File: src/design/ertt_pkg.sv
// Shared types and constants for the echo range threat tracker.
// No dependencies; every module of the block imports this package.
package ertt_pkg;

  // Timer and arithmetic widths.
  localparam int ERTT_TIMER_BITS = 16;
  localparam int CAP_W           = 16;
  localparam int WRAP_W          = 16;
  localparam int PULSE_W         = 32;
  localparam int DIST_W          = 27;
  localparam int CM_W            = 14;
  localparam int LIMIT_W         = 14;
  localparam int USER_W          = 2;
  localparam int IN_DATA_W       = 16;
  localparam int OUT_DATA_W      = 48;

  // Q16 form of 0.01715 cm per microsecond tick.
  localparam int              CM_SCALE_W = 11;
  localparam logic [10:0]     CM_SCALE   = 11'd1124;
  localparam int              CM_SHIFT   = 16;
  localparam int              PROD_W     = PULSE_W + CM_SCALE_W;

  localparam logic [CM_W-1:0] NEAREST_INIT = 14'd9999;
  localparam logic [CM_W-1:0] SHOWN_NONE   = 14'd16383;

  localparam logic [LIMIT_W-1:0] NEAR_RESET = 14'd10;
  localparam logic [LIMIT_W-1:0] FAR_RESET  = 14'd100;

  // Configuration register indexes.
  localparam int          CFG_ADDR_W = 1;
  localparam logic [0:0]  REG_NEAR   = 1'b0;
  localparam logic [0:0]  REG_FAR    = 1'b1;

  typedef enum logic [1:0] {
    LVL_FAR    = 2'd0,
    LVL_PROX   = 2'd1,
    LVL_DANGER = 2'd2,
    LVL_NONE   = 2'd3
  } level_t;

  typedef struct packed {
    logic               valid;
    logic [PULSE_W-1:0] width;
  } pulse_beat_t;

  typedef struct packed {
    logic [LIMIT_W-1:0] near_limit;
    logic [LIMIT_W-1:0] far_limit;
  } limits_t;

endpackage

File: src/design/ertt_pulse.sv
// Pulse width stage: counts timer overflows and pairs echo captures.
// Depends on ertt_pkg; feeds ertt_threat with a registered pulse width.
module ertt_pulse import ertt_pkg::*; #(
  parameter int TIMER_BITS = ERTT_TIMER_BITS
) (
  input  logic             clk,
  input  logic             rst,
  input  logic             en,
  input  logic             in_valid,
  input  logic             overflow_event,
  input  logic             capture_event,
  input  logic [CAP_W-1:0] capture_value,
  output pulse_beat_t      pulse
);

  localparam int KEEP_W = (TIMER_BITS < CAP_W) ? TIMER_BITS : CAP_W;

  logic [WRAP_W-1:0]  wrap_count;
  logic [CAP_W-1:0]   start_ticks;
  logic               await_falling;

  logic [WRAP_W-1:0]  wrap_next;
  logic [CAP_W-1:0]   cap_masked;
  logic [PULSE_W-1:0] wrap_term;
  logic [PULSE_W-1:0] end_ticks;
  logic [PULSE_W-1:0] width_next;

  always_comb begin
    wrap_next  = overflow_event ? wrap_count + 1'b1 : wrap_count;
    cap_masked = CAP_W'(capture_value[KEEP_W-1:0]);
    // The count of wraps sits above the timer bits; anything past bit 31 is lost.
    wrap_term  = PULSE_W'(64'(wrap_next) << TIMER_BITS);
    end_ticks  = PULSE_W'(cap_masked) + wrap_term;
    width_next = end_ticks - PULSE_W'(start_ticks);
  end

  always_ff @(posedge clk) begin
    if (rst) begin
      wrap_count    <= '0;
      start_ticks   <= '0;
      await_falling <= 1'b0;
      pulse.valid   <= 1'b0;
    end else if (en) begin
      pulse.valid <= in_valid && capture_event && await_falling;
      pulse.width <= width_next;
      if (in_valid) begin
        if (!capture_event) begin
          wrap_count <= wrap_next;
        end else if (!await_falling) begin
          wrap_count    <= '0;
          start_ticks   <= cap_masked;
          await_falling <= 1'b1;
        end else begin
          wrap_count    <= wrap_next;
          await_falling <= 1'b0;
        end
      end
    end
  end

  // A new pulse only appears when a falling capture closes an open one.
  a_pulse_closes: assert property (@(posedge clk) disable iff (rst)
    $rose(pulse.valid) |-> ($past(await_falling) && !await_falling))
    else $error("pulse issued without an open capture");

endmodule

File: src/design/ertt_threat.sv
// Range and threat stage: converts pulse width to centimetres, tracks the
// closest echo and classifies it. Depends on ertt_pkg; holds the result register.
module ertt_threat import ertt_pkg::*; (
  input  logic              clk,
  input  logic              rst,
  input  logic              en,
  input  pulse_beat_t       pulse,
  input  limits_t           limits,
  output logic              res_valid,
  output logic [DIST_W-1:0] distance_cm,
  output logic [CM_W-1:0]   closest_cm,
  output level_t            hazard_level,
  output logic              threat_changed,
  output logic              show_closest
);

  logic [CM_W-1:0]   nearest_seen;
  level_t            prior_level;
  logic [CM_W-1:0]   last_shown;

  logic [PROD_W-1:0] product;
  logic [DIST_W-1:0] range_cm;
  logic [CM_W-1:0]   nearest_next;
  level_t            level;
  logic              changed;
  logic [CM_W-1:0]   shown_base;
  logic              show;

  always_comb begin
    product      = PROD_W'(pulse.width) * PROD_W'(CM_SCALE);
    range_cm     = product[CM_SHIFT +: DIST_W];
    nearest_next = (range_cm < DIST_W'(nearest_seen)) ? range_cm[CM_W-1:0] : nearest_seen;
    priority if (nearest_next < limits.near_limit) begin
      level = LVL_DANGER;
    end else if (nearest_next <= limits.far_limit) begin
      level = LVL_PROX;
    end else begin
      level = LVL_FAR;
    end
    changed    = (level != prior_level);
    // Entering proximity forgets what was last shown.
    shown_base = (changed && level == LVL_PROX) ? SHOWN_NONE : last_shown;
    show       = (level == LVL_PROX) && (nearest_next != shown_base);
  end

  always_ff @(posedge clk) begin
    if (rst) begin
      nearest_seen <= NEAREST_INIT;
      prior_level  <= LVL_NONE;
      last_shown   <= SHOWN_NONE;
      res_valid    <= 1'b0;
    end else if (en) begin
      res_valid <= pulse.valid;
      if (pulse.valid) begin
        nearest_seen <= nearest_next;
        prior_level  <= level;
        last_shown   <= show ? nearest_next : shown_base;
      end
    end
  end

  always_ff @(posedge clk) begin
    if (en && pulse.valid) begin
      distance_cm    <= range_cm;
      closest_cm     <= nearest_next;
      hazard_level   <= level;
      threat_changed <= changed;
      show_closest   <= show;
    end
  end

  a_nearest_bounded: assert property (@(posedge clk) disable iff (rst)
    nearest_seen <= NEAREST_INIT)
    else $error("closest distance above its initial value");

  a_nearest_falls: assert property (@(posedge clk) disable iff (rst)
    !$past(rst) |-> nearest_seen <= $past(nearest_seen))
    else $error("closest distance grew");

endmodule

File: src/design/echo_range_threat_tracker_top.sv
// Top level of the echo range threat tracker: stream ports, configuration
// registers, input register and the two processing stages. Depends on
// ertt_pkg, ertt_pulse and ertt_threat.
//
//  Channel  Direction  Signals                       Content
//  s_*      in         tvalid tready tdata tuser     one timer event per transfer
//  m_*      out        tvalid tready tdata           one range result per transfer
//  cfg_*    in         cfg_we cfg_addr cfg_data      limit register writes
//
// Every transfer passes through three registers: input, pulse width, result.
// A new transfer is taken in every cycle unless the output stalls. The constant
// multiply sits in the last stage, between the pulse width and result registers.
// Reset is synchronous and clears all control state and the tracking state.
// The whole pipeline advances whenever the result register is empty or taken,
// so a stall on the output holds every stage and drops s_tready.
module echo_range_threat_tracker_top import ertt_pkg::*; #(
  parameter int TIMER_BITS = ERTT_TIMER_BITS
) (
  input  logic                  clk,
  input  logic                  rst,
  input  logic                  s_tvalid,
  output logic                  s_tready,
  input  logic [IN_DATA_W-1:0]  s_tdata,   // [15:0] capture_value
  input  logic [USER_W-1:0]     s_tuser,   // [0] overflow_event, [1] capture_event
  output logic                  m_tvalid,
  input  logic                  m_tready,
  // [26:0] distance_cm, [40:27] closest_cm, [42:41] hazard_level,
  // [43] threat_changed, [44] show_closest, [47:45] zero
  output logic [OUT_DATA_W-1:0] m_tdata,
  input  logic                  cfg_we,
  input  logic [CFG_ADDR_W-1:0] cfg_addr,
  input  logic [LIMIT_W-1:0]    cfg_data
);

  logic              en;
  limits_t           limits;

  logic              in_valid;
  logic              in_overflow;
  logic              in_capture;
  logic [CAP_W-1:0]  in_value;

  pulse_beat_t       pulse;

  logic [DIST_W-1:0] distance_cm;
  logic [CM_W-1:0]   closest_cm;
  level_t            hazard_level;
  logic              threat_changed;
  logic              show_closest;

  // The pipeline moves when the result register is free or being emptied.
  assign en       = !m_tvalid || m_tready;
  assign s_tready = en;

  // Limit registers; writes must arrive only while idle, not enforced by the block.
  always_ff @(posedge clk) begin
    if (rst) begin
      limits.near_limit <= NEAR_RESET;
      limits.far_limit  <= FAR_RESET;
    end else if (cfg_we) begin
      unique case (cfg_addr)
        REG_NEAR: limits.near_limit <= cfg_data;
        REG_FAR:  limits.far_limit  <= cfg_data;
        default:  ;
      endcase
    end
  end

  // Input register.
  always_ff @(posedge clk) begin
    if (rst) begin
      in_valid <= 1'b0;
    end else if (en) begin
      in_valid <= s_tvalid;
    end
  end

  always_ff @(posedge clk) begin
    if (en && s_tvalid) begin
      in_overflow <= s_tuser[0];
      in_capture  <= s_tuser[1];
      in_value    <= s_tdata[CAP_W-1:0];
    end
  end

  ertt_pulse #(
    .TIMER_BITS(TIMER_BITS)
  ) u_pulse (
    .clk            (clk),
    .rst            (rst),
    .en             (en),
    .in_valid       (in_valid),
    .overflow_event (in_overflow),
    .capture_event  (in_capture),
    .capture_value  (in_value),
    .pulse          (pulse)
  );

  ertt_threat u_threat (
    .clk            (clk),
    .rst            (rst),
    .en             (en),
    .pulse          (pulse),
    .limits         (limits),
    .res_valid      (m_tvalid),
    .distance_cm    (distance_cm),
    .closest_cm     (closest_cm),
    .hazard_level   (hazard_level),
    .threat_changed (threat_changed),
    .show_closest   (show_closest)
  );

  assign m_tdata = {3'b000, show_closest, threat_changed, hazard_level,
                    closest_cm, distance_cm};

  // The display line is only refreshed while in proximity.
  a_show_in_prox: assert property (@(posedge clk) disable iff (rst)
    (m_tvalid && show_closest) |-> (hazard_level == LVL_PROX))
    else $error("show_closest outside proximity level");

  // The reported closest distance never exceeds the echo that produced it.
  a_closest_le_dist: assert property (@(posedge clk) disable iff (rst)
    m_tvalid |-> (DIST_W'(closest_cm) <= distance_cm || closest_cm == NEAREST_INIT))
    else $error("closest distance larger than current echo");

endmodule

File: config.mk
export PLATFORM = sky130hd
export DESIGN_NAME = echo_range_threat_tracker_top
export DESIGN_NICKNAME = d
export VERILOG_FILES = /design/src/design/ertt_pkg.sv /design/src/design/ertt_pulse.sv /design/src/design/ertt_threat.sv /design/src/design/echo_range_threat_tracker_top.sv
export SDC_FILE = /design/constraint.sdc
export NUM_CORES = 1
export LEC_CHECK = 0
export ABC_AREA = 1
export ABC_CLOCK_PERIOD_IN_PS = 18400
export BUFFER_PORTS_ARGS = -buffer_cell sky130_fd_sc_hd__buf_2
export CORE_MARGIN = 1
export CORE_UTILIZATION = 65
export DETAILED_ROUTE_END_ITERATION = 7
export HOLD_SLACK_MARGIN = 0.08
export PLACE_DENSITY = 0.81
export SLEW_MARGIN = 20
export SYNTH_ARGS = -nofsm -noshare
export SYNTH_HDL_FRONTEND = slang
export SYNTH_HIERARCHICAL = 1
export SYNTH_SLANG_ARGS = --single-unit
File: constraint.sdc
create_clock -name clk -period 18.4 [get_ports clk]
set_input_delay 2.76 -clock clk [delete_from_list [all_inputs] [get_ports clk]]
set_output_delay 2.76 -clock clk [all_outputs]
set_load 0.01 [all_outputs]
==> flow_metrics.py <==
metrics = {
    "power": {
        "p_per_area_nw_per_um2": 171,
        "p_leak_nw": 8.43,
        "p_int_mw": 1.33,
        "ir_worst_vdd_v": 0.000127,
        "combPwrFrac_pct": 67.7,
        "switchingPower_mw": 1.50,
        "switching_share_pct": 53.0,
        "p_clk_share_pct": 13.1,
        "p_total_mw": 2.82,
        "p_seq_share_pct": 19.2,
    },
    "floorplan": {
        "core_region_area_um2": 22800,
        "ios": 88,
        "die_y_um": 156,
        "placement_rows": 55,
        "initial_core_util_pct": 67.1,
        "die_area_um2": 24200,
        "dieWidth_um": 156,
    },
    "timing": {
        "min_period_ns": 9.42,
        "setup_viol": 0,
        "finalCritPeriodShare_pct": 51.2,
        "worst_pin_slew_ns": 0.907,
        "hold_viol": 0,
        "max_freq_ghz": 0.106,
        "grt_setup_unrepaired": "no",
        "fin_skew_ns": 0.0165,
        "fin_setup_tns_ns": 0,
        "drv_slew": 0,
        "slew_headroom_pct": 38.9,
    },
    "synth": {
        "synth_top_family_by_area": "simple AND/OR/NAND/NOR gates",
        "synth_area_um2": 15300,
        "ys_seq_elements": 189,
        "yosys_warnings": 6,
        "synthDistinctLibCells": 51,
        "synth.area.mux_share_pct": 0,
        "synth_fa_ha_area_share_pct": 22.5,
        "synth-compound-area-share_pct": 8.29,
        "netlist_instances": 1988,
        "synth_xor_xnor_area_share_pct": 2.29,
        "synth_edf_count": 95,
        "synthSimpleGateAreaFrac_pct": 24.5,
        "synth_ff_type": "edfxtp_1",
        "async_flop_share_pct": 0,
        "syn_area_per_cell_um2": 7.71,
        "yosysSeqAreaShare_pct": 30.9,
    },
    "clocking": {
        "cts_hold_buf": 0,
        "clk_pin_slew_ns": 0.08,
        "htreeDepth": 4,
        "cts_buffers": 17,
        "cts.sinks": 189,
        "ctsResizeCount": 0,
        "cts_tree": "built",
        "clockBufferDepth": 2,
        "clock_latency_ns": 0.44,
        "cts_setup_buffers": 0,
        "root_buffer": "clkbuf_16",
    },
    "critical_path": {
        "worstSetupPathType": "register to register",
        "path_depth": 49,
        "max_stage_delay_ns": 0.56,
        "critPathMaxFanout": 26,
        "start_kind": "register",
        "crit_slowest_cell": "o21ai_0",
        "path_buf_inv": 5,
        "cp.required_ns": 18.73,
        "critPathTopFamily": "simple AND/OR/NAND/NOR gates",
        "arrival_ns": 9.76,
        "worstSetupEndpointType": "register",
        "crit_top_cell": "nand2_1",
        "reg2reg_depth": 49,
    },
    "drt": {
        "drt_pass1_iterations": 5,
        "drtIter0Drc": 843,
        "drc": 0,
        "post_drt_wl_per_cell_um": 14.9,
        "ant_nets": 0,
        "drt-vias-per-instance": 5.40,
        "vias": 12900,
        "wl_um": 35600,
    },
    "grt": {
        "grt_pass1_vias": 12600,
        "grt_start_max_net_pins": 69,
        "grtUsageTotal_pct": 30.5,
        "grt_pass1_wl_um": 58700,
        "overflow": 0,
        "antenna_found_initial": 0,
    },
    "finish": {
        "final_nets": 2346,
        "post-route-util_pct": 72.3,
        "final_cell_area_um2": 16500,
        "stdcell_count": 2391,
        "num_antenna_cells": 0,
        "drive_gt1_share_pct": 10.7,
        "syn_to_final_growth_pct": 7.85,
    },
    "place": {
        "place_congestion": 0.966,
        "dpl_cell_area_um2": 15900,
        "placedCellCount": 2359,
        "port_buffers": 84,
        "dp_hpwl_um": 27900,
    },
    "hold_path": {
        "worstHoldPathCells": 2,
        "holdCritPathClass": "register to register",
    },
    "flow_run": {
        "maxCapViolCount": 0,
    },
    "run_status": {
        "status": "complete, no violations",
    },
}
[metrics by stage]
stage	hold WS, ns	worst slack (ns)
global route	0.491	8.47
global placement	0.449	9.60
detailed placement	0.458	9.44
CTS	0.474	9.23
floorplan	0.441	10.97
finish	0.472	8.98
[cells in the mapped netlist (all sizes together), types with 16 or more instances]
cell type	n	share of area, %
nand3b	16	0.78
dfxtp	94	12
nor2	183	4.9
edfxtp	95	19
fa	55	7.2
nand2	506	13
ha	188	15
a21oi	119	4.0
o21ai	64	2.1
nand4	16	0.69
inv	392	9.6
nand3	115	4.2
a211oi	19	0.93
buf	22	1.2
xor2	31	1.8
[worst reg2reg max path, delay by kind of cell (launching register included)]
kind / cells / cell delay (ns)
and+or+nand+nor: 26 / 2.94
AOI/OAI and AO/OA: 10 / 2.08
buffers and inverters: 5 / 0.49
xor gates and xnor gates: 1 / 0.43
adders and majority gates: 7 / 2.86
DFF: 1 / 0.50
[cell type report]
type | instances | area (um^2)
clock buffer | 18 | 429
clock inverter | 14 | 151
fill | 1842 | 6320
inverter | 397 | 1490
multi-input combinational | 1366 | 8840
sequential | 189 | 4730
tap | 313 | 392
timing repair buffer | 94 | 495
[cell usage in the layout (no fill, tap or decap), types with 5 or more instances in the layout]
master     count
nand2_1      461
inv_1        381
ha_1         188
nor2_1       162
a21oi_1      116
nand3_1      104
edfxtp_1      95
dfxtp_1       94
buf_2         84
fa_1          55
o21ai_0       44
nand2_2       41
xor2_1        31
o21ai_1       19
a211oi_1      19
nor2_2        18
clkbuf_16     17
nand3b_1      16
nand4_1       15
inv_2         11
nor3_1        11
buf_4         10
nand3_2       10
xnor2_1        9
o21bai_1       7
clkinv_1       5
a21o_1         5
[layer usage]
layer	share of wire, %	GRT usage, %
met5	0	0
met3	6.3	3.75
met1	45	40.6
met2	47	51.6
met4	2.2	10.3
[sequential cells by signal, summed over array words and instances, names as in the netlist, 2 cells and up]
name / flops
u_threat/nearest_seen: 14
u_threat/last_shown: 14
u_threat/prior_level: 2
u_threat/closest_cm: 14
u_pulse/start_ticks: 16
u_pulse/wrap_count: 16
in_value: 16
u_threat/distance_cm: 27
limits: 28
u_pulse/pulse: 33
u_threat/hazard_level: 2
[power by group through the flow]
stage | clock network [mW] | registers, mW | logic [mW]
4_1_cts | 0.373 | 0.541 | 1.88
6_report | 0.371 | 0.541 | 1.91
5_1_grt | 0.390 | 0.544 | 2.13
3_3_place_gp | 0 | 0.550 | 1.80
2_1_floorplan | 0 | 0.542 | 1.34
3_5_place_dp | 0 | 0.550 | 1.85
[final timing paths]
path                           from                     end  slack (ns)
max               u_pulse/pulse[19]  u_threat/last_shown[9]        8.98
max reg2reg       u_pulse/pulse[19]  u_threat/last_shown[9]        8.98
min          u_pulse/start_ticks[5]  u_pulse/start_ticks[5]        0.47
min reg2reg  u_pulse/start_ticks[5]  u_pulse/start_ticks[5]        0.47
[kinds of logic (layout without fill, tap and decap cells)]
kind of cell / after synthesis / in the layout
AND/OR/NAND/NOR: 853 / 853
buffers and inverters: 435 / 523
adder cells (fa/ha/maj): 243 / 243
AO/OA/AOI/OAI: 227 / 227
flip-flops: 189 / 189
XOR/XNOR: 40 / 40
other: 1 / 3
Note: power is estimated with default switching activity, not from simulation.
